$ cat config.mk
export PLATFORM = sky130hd
export DESIGN_NAME = script_opcode_tokenizer_flat
export DESIGN_NICKNAME = d
export VERILOG_FILES = /design/src/hw/rtl/sot_pkg.sv /design/src/hw/rtl/sot_in_if.sv /design/src/hw/rtl/sot_out_if.sv /design/src/hw/rtl/sot_parser.sv /design/src/hw/rtl/sot_result_fifo.sv /design/src/hw/rtl/script_opcode_tokenizer.sv /design/src/flat_wrapper.sv
export SDC_FILE = /design/constraint.sdc
export NUM_CORES = 2
export LEC_CHECK = 0
export BUFFER_PORTS_ARGS = -buffer_cell sky130_fd_sc_hd__buf_4
export CAP_MARGIN = 5
export CELL_PAD_IN_SITES_DETAIL_PLACEMENT = 1
export CELL_PAD_IN_SITES_GLOBAL_PLACEMENT = 2
export CORE_MARGIN = 8
export CORE_UTILIZATION = 37
export DETAILED_ROUTE_END_ITERATION = 10
export GPL_ROUTABILITY_DRIVEN = 0
export PLACE_DENSITY = 0.88
export SYNTH_ARGS = -nofsm -noshare
export SYNTH_HDL_FRONTEND = slang
export SYNTH_SLANG_ARGS = --single-unit
export TNS_END_PERCENT = 50
$ cat constraint.sdc
create_clock -name clk -period 7 [get_ports clk]
set_input_delay 0.7 -clock clk [delete_from_list [all_inputs] [get_ports clk]]
set_output_delay 0.7 -clock clk [all_outputs]
set_load 0.005 [all_outputs]
$ cat src/hw/rtl/sot_pkg.sv
// Shared types, constants and helpers for the script opcode tokenizer.
package sot_pkg;

    // Configuration port
    localparam int CFG_INDEX_W = 1;
    localparam int CFG_DATA_W  = 8;

    typedef enum logic [CFG_INDEX_W-1:0] {
        CFG_TARGET_OPCODE   = 1'd0,
        CFG_LENGTH_PREFIXED = 1'd1
    } cfg_index_t;

    // Opcode and prefix values
    localparam logic [7:0] BIG_LEN_MARK = 8'hFD;
    localparam logic [7:0] OP_SIZE1     = 8'h4C;
    localparam logic [7:0] OP_SIZE2     = 8'h4D;
    localparam logic [7:0] OP_SIZE4     = 8'h4E;
    localparam logic [7:0] OPCODE_NONE  = 8'hFF;

    // Result queue sizing: room for the two results one byte can cause
    localparam int RES_DEPTH = 4;
    localparam int RES_PTR_W = $clog2(RES_DEPTH);
    localparam int RES_CNT_W = $clog2(RES_DEPTH + 1);

    typedef enum logic {
        KIND_OP  = 1'b0,
        KIND_END = 1'b1
    } result_kind_t;

    typedef enum logic [1:0] {
        END_OK         = 2'd0,
        END_TRUNCATED  = 2'd1,
        END_BAD_PREFIX = 2'd2
    } end_status_t;

    typedef struct packed {
        result_kind_t result_kind;
        logic [7:0]   opcode;
        logic [31:0]  op_index;
        logic [31:0]  data_offset;
        logic [31:0]  data_length;
        logic [31:0]  match_count;
        end_status_t  end_status;
        logic         last_of_run;
    } result_t;

    // Results produced by one byte, in delivery order
    typedef struct packed {
        logic [1:0] n;
        result_t    first;
        result_t    second;
    } push_t;

    // Number of little-endian length bytes after a PUSHDATA opcode
    function automatic logic [2:0] len_bytes(input logic [7:0] op);
        logic [2:0] nb;
        begin
            if (op == OP_SIZE1)
            begin
                nb = 3'd1;
            end
            else if (op == OP_SIZE2)
            begin
                nb = 3'd2;
            end
            else
            begin
                nb = 3'd4;
            end
            return nb;
        end
    endfunction

endpackage

$ cat src/hw/rtl/sot_in_if.sv
// Input channel: one script byte per item.
interface sot_in_if;
    logic       valid;
    logic       ready;
    logic [7:0] script_byte;
    logic       last_byte;

    modport source (output valid, output script_byte, output last_byte, input ready);
    modport sink   (input valid, input script_byte, input last_byte, output ready);
endinterface

$ cat src/hw/rtl/sot_out_if.sv
// Output channel: one opcode or end-of-script report per item.
interface sot_out_if;
    logic        valid;
    logic        ready;
    logic        result_kind;
    logic [7:0]  opcode;
    logic [31:0] op_index;
    logic [31:0] data_offset;
    logic [31:0] data_length;
    logic [31:0] match_count;
    logic [1:0]  end_status;
    logic        last_of_run;

    modport source (
        output valid, output result_kind, output opcode, output op_index,
        output data_offset, output data_length, output match_count,
        output end_status, output last_of_run, input ready
    );
    modport sink (
        input valid, input result_kind, input opcode, input op_index,
        input data_offset, input data_length, input match_count,
        input end_status, input last_of_run, output ready
    );
endinterface

$ cat src/hw/rtl/sot_parser.sv
// Parse state and combinational per-byte step that builds the reports.
module sot_parser (
    input  logic                clk,
    input  logic                rst_n,
    input  logic                fire,
    input  logic [7:0]          script_byte,
    input  logic                last_byte,
    input  logic [7:0]          target_opcode,
    input  logic                length_prefixed,
    output sot_pkg::push_t      push
);

    typedef enum logic [6:0] {
        PH_START  = 7'b0000001,
        PH_PFX_LO = 7'b0000010,
        PH_PFX_HI = 7'b0000100,
        PH_OPCODE = 7'b0001000,
        PH_LEN    = 7'b0010000,
        PH_DATA   = 7'b0100000,
        PH_DONE   = 7'b1000000
    } phase_t;

    phase_t      phase_reg, phase_next;
    logic [31:0] pos_reg, pos_next;
    logic [31:0] rem_reg, rem_next;
    logic [2:0]  lbl_reg, lbl_next;
    logic [7:0]  cur_op_reg, cur_op_next;
    logic [31:0] off_reg, off_next;
    logic [31:0] ops_reg, ops_next;
    logic [31:0] matches_reg, matches_next;
    logic [15:0] decl_reg, decl_next;
    logic        perr_reg, perr_next;
    logic        limited_reg, limited_next;
    logic        trunc_reg, trunc_next;
    logic [31:0] data_len_reg, data_len_next;

    sot_pkg::result_t     op_res;
    sot_pkg::result_t     end_res;
    sot_pkg::end_status_t status;
    logic                 do_step;
    logic                 finish;
    logic [2:0]           lane_full;
    logic [1:0]           lane;

    // Next state and reports for the byte in the input register
    always_comb
    begin
        phase_next    = phase_reg;
        pos_next      = pos_reg + 32'd1;
        rem_next      = rem_reg;
        lbl_next      = lbl_reg;
        cur_op_next   = cur_op_reg;
        off_next      = off_reg;
        ops_next      = ops_reg;
        matches_next  = matches_reg;
        decl_next     = decl_reg;
        perr_next     = perr_reg;
        limited_next  = limited_reg;
        trunc_next    = trunc_reg;
        data_len_next = data_len_reg;
        do_step       = 1'b0;
        finish        = 1'b0;
        lane_full     = 3'd0;
        lane          = 2'd0;
        status        = sot_pkg::END_OK;
        op_res        = '0;
        end_res       = '0;

        // Prefix handling
        case (phase_reg)
            PH_START:
            begin
                if (length_prefixed)
                begin
                    limited_next = 1'b1;
                    if (script_byte < sot_pkg::BIG_LEN_MARK)
                    begin
                        decl_next  = {8'd0, script_byte};
                        phase_next = (script_byte != 8'd0) ? PH_OPCODE : PH_DONE;
                    end
                    else if (script_byte == sot_pkg::BIG_LEN_MARK)
                    begin
                        phase_next = PH_PFX_LO;
                    end
                    else
                    begin
                        perr_next  = 1'b1;
                        phase_next = PH_DONE;
                    end
                end
                else
                begin
                    limited_next = 1'b0;
                    phase_next   = PH_OPCODE;
                    do_step      = 1'b1;
                end
            end
            PH_PFX_LO:
            begin
                decl_next  = {8'd0, script_byte};
                phase_next = PH_PFX_HI;
            end
            PH_PFX_HI:
            begin
                decl_next  = {script_byte, decl_reg[7:0]};
                phase_next = ({script_byte, decl_reg[7:0]} != 16'd0) ? PH_OPCODE : PH_DONE;
            end
            PH_OPCODE, PH_LEN, PH_DATA:
            begin
                do_step = 1'b1;
            end
            default:
            begin
            end
        endcase

        // Script byte: opcode, length byte or data byte
        if (do_step)
        begin
            if (limited_next)
            begin
                decl_next = decl_next - 16'd1;
            end
            case (phase_next)
                PH_OPCODE:
                begin
                    cur_op_next   = script_byte;
                    off_next      = 32'd0;
                    data_len_next = 32'd0;
                    rem_next      = 32'd0;
                    if (script_byte < sot_pkg::OP_SIZE1)
                    begin
                        data_len_next = {24'd0, script_byte};
                        rem_next      = {24'd0, script_byte};
                        if (script_byte == 8'd0)
                        begin
                            finish = 1'b1;
                        end
                        else
                        begin
                            off_next   = pos_reg + 32'd1;
                            phase_next = PH_DATA;
                        end
                    end
                    else if (script_byte <= sot_pkg::OP_SIZE4)
                    begin
                        lbl_next   = sot_pkg::len_bytes(script_byte);
                        phase_next = PH_LEN;
                    end
                    else
                    begin
                        finish = 1'b1;
                    end
                end
                PH_LEN:
                begin
                    lane_full = sot_pkg::len_bytes(cur_op_reg) - lbl_reg;
                    lane      = lane_full[1:0];
                    case (lane)
                        2'd0:    rem_next[7:0]   = rem_reg[7:0]   | script_byte;
                        2'd1:    rem_next[15:8]  = rem_reg[15:8]  | script_byte;
                        2'd2:    rem_next[23:16] = rem_reg[23:16] | script_byte;
                        default: rem_next[31:24] = rem_reg[31:24] | script_byte;
                    endcase
                    lbl_next = lbl_reg - 3'd1;
                    if (lbl_next == 3'd0)
                    begin
                        data_len_next = rem_next;
                        if (rem_next == 32'd0)
                        begin
                            finish = 1'b1;
                        end
                        else
                        begin
                            off_next   = pos_reg + 32'd1;
                            phase_next = PH_DATA;
                        end
                    end
                end
                default:
                begin
                    rem_next = rem_reg - 32'd1;
                    if (rem_next == 32'd0)
                    begin
                        finish = 1'b1;
                    end
                end
            endcase

            // Opcode finished: count it and build its report
            if (finish)
            begin
                if (cur_op_next == target_opcode)
                begin
                    matches_next = matches_reg + 32'd1;
                end
                op_res.result_kind = sot_pkg::KIND_OP;
                op_res.opcode      = cur_op_next;
                op_res.op_index    = ops_reg;
                op_res.data_offset = off_next;
                op_res.data_length = data_len_next;
                op_res.match_count = matches_next;
                op_res.end_status  = sot_pkg::END_OK;
                op_res.last_of_run = ~last_byte;
                ops_next           = ops_reg + 32'd1;
                phase_next         = PH_OPCODE;
            end

            // Declared script length used up
            if (limited_next && (decl_next == 16'd0) && (phase_next != PH_DONE))
            begin
                if (phase_next != PH_OPCODE)
                begin
                    trunc_next = 1'b1;
                end
                phase_next = PH_DONE;
            end
        end

        // End of buffer: status report, then back to a fresh stream
        if (perr_next || (phase_next == PH_START) || (phase_next == PH_PFX_LO) ||
            (phase_next == PH_PFX_HI) ||
            (limited_next && (phase_next != PH_DONE) && (decl_next != 16'd0)))
        begin
            status = sot_pkg::END_BAD_PREFIX;
        end
        else if (trunc_next || (phase_next == PH_LEN) || (phase_next == PH_DATA))
        begin
            status = sot_pkg::END_TRUNCATED;
        end
        else
        begin
            status = sot_pkg::END_OK;
        end
        end_res.result_kind = sot_pkg::KIND_END;
        end_res.opcode      = sot_pkg::OPCODE_NONE;
        end_res.op_index    = ops_next;
        end_res.data_offset = 32'd0;
        end_res.data_length = 32'd0;
        end_res.match_count = matches_next;
        end_res.end_status  = status;
        end_res.last_of_run = 1'b1;

        if (last_byte)
        begin
            phase_next    = PH_START;
            pos_next      = 32'd0;
            rem_next      = 32'd0;
            lbl_next      = 3'd0;
            cur_op_next   = sot_pkg::OPCODE_NONE;
            off_next      = 32'd0;
            ops_next      = 32'd0;
            matches_next  = 32'd0;
            decl_next     = 16'd0;
            perr_next     = 1'b0;
            limited_next  = 1'b0;
            trunc_next    = 1'b0;
            data_len_next = 32'd0;
        end
    end

    // Results handed to the queue, opcode report first
    always_comb
    begin
        push = '0;
        if (fire)
        begin
            push.n = {1'b0, finish} + {1'b0, last_byte};
            if (finish)
            begin
                push.first  = op_res;
                push.second = end_res;
            end
            else
            begin
                push.first  = end_res;
                push.second = end_res;
            end
        end
    end

    // State registers
    always_ff @(posedge clk or negedge rst_n)
    begin
        if (!rst_n)
        begin
            phase_reg    <= PH_START;
            pos_reg      <= 32'd0;
            rem_reg      <= 32'd0;
            lbl_reg      <= 3'd0;
            cur_op_reg   <= sot_pkg::OPCODE_NONE;
            off_reg      <= 32'd0;
            ops_reg      <= 32'd0;
            matches_reg  <= 32'd0;
            decl_reg     <= 16'd0;
            perr_reg     <= 1'b0;
            limited_reg  <= 1'b0;
            trunc_reg    <= 1'b0;
            data_len_reg <= 32'd0;
        end
        else if (fire)
        begin
            phase_reg    <= phase_next;
            pos_reg      <= pos_next;
            rem_reg      <= rem_next;
            lbl_reg      <= lbl_next;
            cur_op_reg   <= cur_op_next;
            off_reg      <= off_next;
            ops_reg      <= ops_next;
            matches_reg  <= matches_next;
            decl_reg     <= decl_next;
            perr_reg     <= perr_next;
            limited_reg  <= limited_next;
            trunc_reg    <= trunc_next;
            data_len_reg <= data_len_next;
        end
    end

    // A buffer end always returns the parser to its start phase
    a_end_restarts: assert property (@(posedge clk) disable iff (!rst_n)
        fire && last_byte |=> phase_reg == PH_START)
        else $error("parser did not restart after end of buffer");

    // Two results from one byte only when that byte ends the buffer
    a_two_only_at_end: assert property (@(posedge clk) disable iff (!rst_n)
        push.n == 2'd2 |-> fire && last_byte && push.second.result_kind == sot_pkg::KIND_END)
        else $error("second result without end of buffer");

endmodule

$ cat src/hw/rtl/sot_result_fifo.sv
// Small result queue between the parser and the output channel.
module sot_result_fifo (
    input  logic               clk,
    input  logic               rst_n,
    input  sot_pkg::push_t     push,
    input  logic               pop,
    output sot_pkg::result_t   head,
    output logic               not_empty,
    output logic               room
);

    sot_pkg::result_t entry_reg [sot_pkg::RES_DEPTH];

    logic [sot_pkg::RES_PTR_W-1:0] wr_ptr_reg, wr_ptr_next;
    logic [sot_pkg::RES_PTR_W-1:0] rd_ptr_reg, rd_ptr_next;
    logic [sot_pkg::RES_CNT_W-1:0] count_reg, count_next;
    logic [sot_pkg::RES_PTR_W-1:0] wr_ptr_plus1;

    assign head      = entry_reg[rd_ptr_reg];
    assign not_empty = (count_reg != '0);
    // Room for the worst case of two results from the next byte
    assign room      = (count_reg <= sot_pkg::RES_CNT_W'(sot_pkg::RES_DEPTH - 2));

    // Pointer and fill level updates
    always_comb
    begin
        wr_ptr_plus1 = wr_ptr_reg + sot_pkg::RES_PTR_W'(1);
        wr_ptr_next  = wr_ptr_reg + sot_pkg::RES_PTR_W'(push.n);
        rd_ptr_next  = rd_ptr_reg + sot_pkg::RES_PTR_W'(pop);
        count_next   = count_reg + sot_pkg::RES_CNT_W'(push.n) - sot_pkg::RES_CNT_W'(pop);
    end

    always_ff @(posedge clk or negedge rst_n)
    begin
        if (!rst_n)
        begin
            wr_ptr_reg <= '0;
            rd_ptr_reg <= '0;
            count_reg  <= '0;
        end
        else
        begin
            wr_ptr_reg <= wr_ptr_next;
            rd_ptr_reg <= rd_ptr_next;
            count_reg  <= count_next;
        end
    end

    // Entry storage, no reset needed
    always_ff @(posedge clk)
    begin
        if (push.n != 2'd0)
        begin
            entry_reg[wr_ptr_reg] <= push.first;
        end
        if (push.n == 2'd2)
        begin
            entry_reg[wr_ptr_plus1] <= push.second;
        end
    end

    a_count_bound: assert property (@(posedge clk) disable iff (!rst_n)
        count_reg <= sot_pkg::RES_CNT_W'(sot_pkg::RES_DEPTH))
        else $error("result queue overflow");

    a_push_has_room: assert property (@(posedge clk) disable iff (!rst_n)
        push.n != 2'd0 |-> room)
        else $error("push into result queue without room");

endmodule

$ cat src/hw/rtl/script_opcode_tokenizer.sv
// Script opcode tokenizer: top level with input register, config and result queue.
//
// Takes one script byte per item and reports each finished opcode, plus an end
// report on the byte marked last_byte. A byte is taken every cycle while the
// queue has room: it sits in the input register, is parsed in a single pass that
// updates the parse state, and its results land at the next clock edge in a
// four-entry result queue, whose head drives the output channel directly. A byte
// causes zero, one or two results; the output delivers one result per cycle while
// the receiver is ready, so the sustained rate is one byte per cycle unless
// results pile up, in which case input stalls while the queue holds more than
// two results. Configuration writes take effect on the next clock edge and must
// only be issued while the block is idle.
module script_opcode_tokenizer (
    input  logic                           clk,
    input  logic                           rst_n,
    input  logic                           cfg_we,
    input  logic [sot_pkg::CFG_INDEX_W-1:0] cfg_index,
    input  logic [sot_pkg::CFG_DATA_W-1:0]  cfg_wdata,
    sot_in_if.sink                         script,
    sot_out_if.source                      result
);

    logic [7:0]       target_reg;
    logic             prefixed_reg;
    logic             in_valid_reg;
    logic [7:0]       byte_reg;
    logic             last_reg;
    logic             fire;
    logic             room;
    logic             not_empty;
    sot_pkg::push_t   push;
    sot_pkg::result_t head;

    // Configuration registers
    always_ff @(posedge clk or negedge rst_n)
    begin
        if (!rst_n)
        begin
            target_reg   <= 8'd0;
            prefixed_reg <= 1'b0;
        end
        else if (cfg_we)
        begin
            case (sot_pkg::cfg_index_t'(cfg_index))
                sot_pkg::CFG_TARGET_OPCODE:   target_reg   <= cfg_wdata[7:0];
                sot_pkg::CFG_LENGTH_PREFIXED: prefixed_reg <= cfg_wdata[0];
                default:
                begin
                end
            endcase
        end
    end

    // Input register: parse when the queue can take a byte's results
    assign fire         = in_valid_reg & room;
    assign script.ready = ~in_valid_reg | fire;

    always_ff @(posedge clk or negedge rst_n)
    begin
        if (!rst_n)
        begin
            in_valid_reg <= 1'b0;
        end
        else if (script.ready)
        begin
            in_valid_reg <= script.valid;
        end
    end

    always_ff @(posedge clk)
    begin
        if (script.valid && script.ready)
        begin
            byte_reg <= script.script_byte;
            last_reg <= script.last_byte;
        end
    end

    sot_parser u_parser (
        .clk             (clk),
        .rst_n           (rst_n),
        .fire            (fire),
        .script_byte     (byte_reg),
        .last_byte       (last_reg),
        .target_opcode   (target_reg),
        .length_prefixed (prefixed_reg),
        .push            (push)
    );

    sot_result_fifo u_fifo (
        .clk       (clk),
        .rst_n     (rst_n),
        .push      (push),
        .pop       (result.valid & result.ready),
        .head      (head),
        .not_empty (not_empty),
        .room      (room)
    );

    // Output channel
    assign result.valid       = not_empty;
    assign result.result_kind = head.result_kind;
    assign result.opcode      = head.opcode;
    assign result.op_index    = head.op_index;
    assign result.data_offset = head.data_offset;
    assign result.data_length = head.data_length;
    assign result.match_count = head.match_count;
    assign result.end_status  = head.end_status;
    assign result.last_of_run = head.last_of_run;

endmodule
$ cat src/flat_wrapper.sv
// flat-port wrapper written by rule: the top's interface ports become plain ports
module script_opcode_tokenizer_flat 
  (clk, rst_n, cfg_we, cfg_index, cfg_wdata, script_valid, script_script_byte, script_last_byte, script_ready, result_valid, result_result_kind, result_opcode, result_op_index, result_data_offset, result_data_length, result_match_count, result_end_status, result_last_of_run, result_ready);
  sot_in_if script_i ();
  sot_out_if result_i ();
  input  logic clk;
  input  logic rst_n;
  input  logic cfg_we;
  input  logic [sot_pkg::CFG_INDEX_W-1:0] cfg_index;
  input  logic [sot_pkg::CFG_DATA_W-1:0] cfg_wdata;
  input wire logic [$bits(script_i.valid)-1:0] script_valid;
  input wire logic [$bits(script_i.script_byte)-1:0] script_script_byte;
  input wire logic [$bits(script_i.last_byte)-1:0] script_last_byte;
  output wire logic [$bits(script_i.ready)-1:0] script_ready;
  output wire logic [$bits(result_i.valid)-1:0] result_valid;
  output wire logic [$bits(result_i.result_kind)-1:0] result_result_kind;
  output wire logic [$bits(result_i.opcode)-1:0] result_opcode;
  output wire logic [$bits(result_i.op_index)-1:0] result_op_index;
  output wire logic [$bits(result_i.data_offset)-1:0] result_data_offset;
  output wire logic [$bits(result_i.data_length)-1:0] result_data_length;
  output wire logic [$bits(result_i.match_count)-1:0] result_match_count;
  output wire logic [$bits(result_i.end_status)-1:0] result_end_status;
  output wire logic [$bits(result_i.last_of_run)-1:0] result_last_of_run;
  input wire logic [$bits(result_i.ready)-1:0] result_ready;
  assign script_i.valid = script_valid;
  assign script_i.script_byte = script_script_byte;
  assign script_i.last_byte = script_last_byte;
  assign script_ready = script_i.ready;
  assign result_valid = result_i.valid;
  assign result_result_kind = result_i.result_kind;
  assign result_opcode = result_i.opcode;
  assign result_op_index = result_i.op_index;
  assign result_data_offset = result_i.data_offset;
  assign result_data_length = result_i.data_length;
  assign result_match_count = result_i.match_count;
  assign result_end_status = result_i.end_status;
  assign result_last_of_run = result_i.last_of_run;
  assign result_i.ready = result_ready;
  script_opcode_tokenizer u_core (.clk(clk), .rst_n(rst_n), .cfg_we(cfg_we), .cfg_index(cfg_index), .cfg_wdata(cfg_wdata), .script(script_i), .result(result_i));
endmodule
======== Word-level counts from Yosys, hierarchy flattened ========
Memories as Yosys holds them, arrays and structs flattened.
Cells that the tools add are included.
storage, ports and cells
  word-level logic and storage cells ...... 213
  bits in registers ....................... 255
  RAM bits ................................ 560
  input port bits ......................... 23
  output and inout port bits .............. 142
  memories kept ........................... 1
operators by class
  bitwise logic cells ..................... 10
  $lt $le $gt $ge ......................... 4
  reductions and logical operators ........ 30
  add/subtract/negate cells ............... 13
  multiplexer cells ....................... 107
  equal/unequal tests ..................... 27
memories
  name                     words  width  read ports  clocked after memory_dff  wr ports  line                   source
  u_core.u_fifo.entry_reg  4      140    1           0                         2         sot_result_fifo.sv:12  sot_pkg::result_t entry_reg [sot_pkg::RES_DEPTH];
operator list
  kind                                                 count
  two-way mux 32 bit                                   19
  two-way mux 282 bit                                  1
  two-way mux 280 bit                                  1
  two-way mux 139 bit                                  2
  case mux 32 bit (2 select lines)                     3
  two-way mux 8 bit                                    17
  two-way mux 7 bit                                    15
  adder 32 x 1 -> 32 bit (second input constant)       3
  two-way mux 16 bit                                   6
  logical NOT 32 bit                                   2
  case mux 16 bit (3 select lines)                     1
  == test 8 x 7 -> 1 bit (second input constant)       4
  bitwise OR 8 bit                                     4
  nonzero test 16 bit                                  2
  subtractor 32 x 1 -> 32 bit (second input constant)  1
  two-way mux 1 bit                                    26
  == test 7 x 5 -> 1 bit (second input constant)       3
  case mux 7 bit (3 select lines)                      1
  two-way mux 3 bit                                    6
  logical NOT 16 bit                                   1
  subtractor 16 x 1 -> 16 bit (second input constant)  1
  == test 7 x 1 -> 1 bit (second input constant)       2
  == test 7 x 2 -> 1 bit (second input constant)       2
  == test 7 x 3 -> 1 bit (second input constant)       2
  39 further kinds                                     66

======== Depth between registers and ports, before layout ========
  word-level depth ........................ 36
  mapped depth ............................ 23
  gate-level depth less buffers ........... 18

======== Hierarchy ========
From an unflattened synthesis, not the netlist that was laid out.
second synthesis, totals
  cells, all modules ...................... 3787
  area, all modules ....................... 46938.8 µm²
by module, submodules not included
  module                   cells an instance  area each (µm²)  times used  seq. area each (µm²)
  sot_result_fifo          1393               27696.6          1           16991.3
  sot_parser               2358               18530.3          1           5741.8
  script_opcode_tokenizer  36                 711.9            1           520.5

======== Least setup slack after synthesis ========
OpenSTA, ideal clock, no wires.
  path type ............................... register to register
  start ................................... register u_core.u_parser.rem_reg[0]
  end ..................................... memory u_core.u_fifo.entry_reg[1][11] (netlist name) (data pin)
  slack ................................... -0.488 ns
  period minus slack after synthesis ...... 7.488 ns
  buffers on the path ..................... 6
  data required time ...................... 6.856 ns
  setup time .............................. 0.144 ns
  arrival ................................. 7.344 ns
  cell stages (with the launch flop) ...... 23
  path through ............................ dfrtp_1 > inv_1 > ha_1 > clkbuf_1 > or3b_2 > nor2_1 > xnor2_1 > nand4_1 > or4_1 > and4b_1 > clkbuf_1 > o21ai_1 > clkinv_1 > buf_2 > buf_1 > ha_1 > clkbuf_1 > nor4_1 > nor2_1 > clkbuf_1 > inv_1 > o311ai_0 > nand2_1
RTL lines
  what                    line                   source
  from (decl)             sot_parser.sv:25       logic [31:0] rem_reg, rem_next;
  from (signal assigned)  sot_parser.sv:305      rem_reg <= rem_next;
  to (decl)               sot_result_fifo.sv:12

==> results.sh <==
export IMPL_antenna_found_initial=4
export IMPL_cp_end_kind="flop"
export IMPL_grt_pass1_wl_um=232000
export IMPL_via_count=35782
export IMPL_ys_seq_area_share_pct=48.8
export IMPL_critPathKind="flop to flop"
export IMPL_peakVddDrop_mv=0.306
export IMPL_hold_end="u_core.byte_reg[2]$_DFFE_PP_"
export IMPL_hp_start="script_script_byte[2]"
export IMPL_syn_inst=4090
export IMPL_yosys_top_cells_area="edfxtp_1, dfrtp_1, dfxtp_1"
export IMPL_setup_viol=0
export IMPL_area_growth_pct=13.4
export IMPL_final_cell_mix="nand2_1, edfxtp_1, a21oi_1"
export IMPL_setup_ws_ps=644
export IMPL_first_iter_violations=3642
export IMPL_synth_simple_area_share_pct=13.3
export IMPL_ant_nets=0
export IMPL_row_count=124
export IMPL_yosysWarnings=0
export IMPL_muxShareOfSynthArea_pct=8.65
export IMPL_initial_core_util_pct=37.2
export IMPL_cp_start_kind="flop"
export IMPL_coreArea_um2=114000
export IMPL_syn_avg_cell_area_um2=10.4
export IMPL_fmaxAchievable_mhz=157
export IMPL_boundaryPins=165
export IMPL_min_period_ps=6360
export IMPL_drc=0
export IMPL_post_cts_resized=0
export IMPL_clkSlewWorstSetupHoldPaths_ps=60
export IMPL_pre_cts_ws_ps=821
export IMPL_crit_arrival_ps=6940
export IMPL_clock_latency_ps=660
export IMPL_ys_ff_latch=815
export IMPL_synth_compound_area_share_pct=22.8
export IMPL_synth_top_family_by_area="compound AO/OA/AOI/OAI gates"
export IMPL_dieArea_um2=126000
export IMPL_synth_fa_ha_area_share_pct=0.520
export IMPL_period_share_pct=90.8
export IMPL_power_total_uw=19100
export IMPL_reg2reg_from="u_core.byte_reg[2]$_DFFE_PP_"
export IMPL_grt_usage_pct=23.1
export IMPL_mostFrequentLayoutCell="nand2_1"
export IMPL_drtPass1Iterations=7
export IMPL_grt_max_degree=137
export IMPL_worstMarginPinSlew_ps=1160
export IMPL_viasPerCell=6.36
export IMPL_rsz0062_at_grt="false"
export IMPL_worstHoldPathCells=1
export IMPL_dp_cells=5461
export IMPL_hpwl_um=96500
export IMPL_hold_path_class="input pin to flop"
export IMPL_reg2reg_to="u_core.u_fifo.entry_reg[0][36]$_SDFFE_PP0P_"
export IMPL_synth_main_ff_cell="edfxtp_1"
export IMPL_final_cells=5625
export IMPL_fin_util_pct=42.1
export IMPL_required_ps=7580
export IMPL_regToRegSetupSlack_ps=640
export IMPL_status="completed"
export IMPL_yosys_area_top_type="edfxtp_1"
export IMPL_wirelength_um=151000
export IMPL_htree_levels=3
export IMPL_drive_above_1_share_pct=15.9
export IMPL_finClkSkew_ps=20.0
export IMPL_layout_nets=4081
export IMPL_synth_nets=4130
export IMPL_rr_worst_depth=17
export IMPL_cts_tree="built"
export IMPL_die_x_um=354
export IMPL_power_density_nw_per_um2=398
export IMPL_cts_buffers=89
export IMPL_overflow=0
export IMPL_ctsLongestPathBuffers=3
export IMPL_post_drt_wl_per_cell_um=26.9
export IMPL_synth_top_area_share_pct=22.2
export IMPL_synth_edff_count=313
export IMPL_hold_violations=0
export IMPL_cap_violations=0
export IMPL_maxSlewViolCount=0
export IMPL_synthArstFlopShare_pct=30.2
export IMPL_syn_cell_area_um2=42400
export IMPL_port_buffers=164
export IMPL_cp_max_fo=59
export IMPL_largest_register_ffs=560
export IMPL_synth_xor_area_share_pct=1.78
export IMPL_root_buffer="clkbuf_16"
export IMPL_p_leak_uw=0.0173
export IMPL_synth_cell_type_count=100
export IMPL_cts_sinks=815
export IMPL_dieHeight_um=354
export IMPL_max_slew_margin_pct=20.4
export IMPL_grt_pass1_vias=36462
[cells by family after synthesis]
logic type,Yosys count
AO/OA/AOI/OAI,1362
adder cells (fa/ha/maj),17
buffers and inverters,463
flip-flops,815
AND/OR/NAND/NOR,1158
multiplexers,189
XOR/XNOR,86
[what timing repair did]
action | in CTS | in global routing
hold buffers | 1 | 0
setup buffers | 0 | 0
hold endpoints to repair | 3 | 0
[through the flow]
| step | hold WS (ps) | TNS, ps | cell area [um2] |
|---|---|---|---|
| 2_1_floorplan | 404 | -1360 | 42400 |
| 3_3_place_gp | 429 | 0 | 45000 |
| 3_5_place_dp | 443 | 0 | 45000 |
| 4_1_cts | 193 | 0 | 48000 |
| 5_1_grt | 208 | 0 | 48000 |
| 6_report | 234 | 0 | 48000 |
[worst max path at each step]
stage / start / endpoint / cells after the start / slack [ps]
4_1_cts: u_core.byte_reg[2]$_DFFE_PP_ / u_core.u_fifo.entry_reg[0][36]$_SDFFE_PP0P_ / 17 / 760
3_3_place_gp: u_core.byte_reg[2]$_DFFE_PP_ / u_core.u_fifo.entry_reg[2][92]$_SDFFE_PP0P_ / 17 / 1020
2_1_floorplan: u_core.u_parser.rem_reg[0]$_DFFE_PN0P_ / u_core.u_fifo.entry_reg[2][13]$_DFFE_PP_ / 22 / -160
6_report: u_core.byte_reg[2]$_DFFE_PP_ / u_core.u_fifo.entry_reg[0][36]$_SDFFE_PP0P_ / 17 / 640
5_1_grt: u_core.byte_reg[2]$_DFFE_PP_ / u_core.u_fifo.entry_reg[0][36]$_SDFFE_PP0P_ / 17 / 340
3_5_place_dp: u_core.byte_reg[2]$_DFFE_PP_ / u_core.u_fifo.entry_reg[0][78]$_SDFFE_PP0P_ / 17 / 820
[layout make-up]
| class | count | area (um2) |
|---|---|---|
| Antenna cell | 1 | 2.50 |
| Clock buffer | 131 | 2710 |
| Clock inverter | 31 | 378 |
| Fill cell | 12380 | 66000 |
| Inverter | 65 | 255 |
| Multi-Input combinational cell | 2812 | 20100 |
| Sequential cell | 815 | 20700 |
| Tap cell | 1512 | 1890 |
| Timing Repair Buffer | 258 | 2030 |
[Yosys cell counts (all sizes together) (25+ instances only)]
cell type,n
a21oi,307
a22o,286
a31oi,110
a32o,27
and2,30
and3,47
buf,53
clkbuf,345
dfrtp,237
dfxtp,256
edfxtp,313
inv,64
mux2i,36
mux4,140
nand2,342
nand3,90
nand4,65
nor2,276
nor3,96
nor4,56
o211ai,30
o21ai,290
o22ai,27
o311ai,31
or3,40
or4,25
xnor2,56
xor2,30
[power by group]
group,internal (uW),total [uW],switching (uW),leakage [uW]
Combinational,2620,8090,5480,0.00732
Sequential,5450,6060,609,0.00844
Clock,2970,4990,2020,0.00152
Total,11000,19100,8100,0.0173
[layer usage]
metal,part of all wire [%],vias up,GRT usage (%)
met3,7.3,338,4.48
met5,0.022,-,0
met2,47,1348,37.5
met1,42,18422,30.8
met4,3.5,6,8.34
li1,-,15668,-
[worst max-delay path, cell delays in order, from the launching register on]
cell and delay [ps]:
edfxtp_1 940, nand3_1 470, nor4b_1 750, a31oi_1 200
o21ai_0 610, nor3_2 170, a41oi_2 210, buf_4 290
o21ai_4 100, inv_2 70, ha_1 340, o21ai_1 170
buf_4 210, nor3_2 80, nor2_4 120, buf_4 490
buf_4 730, a22o_1 270
(Power assumes the default switching activity.)
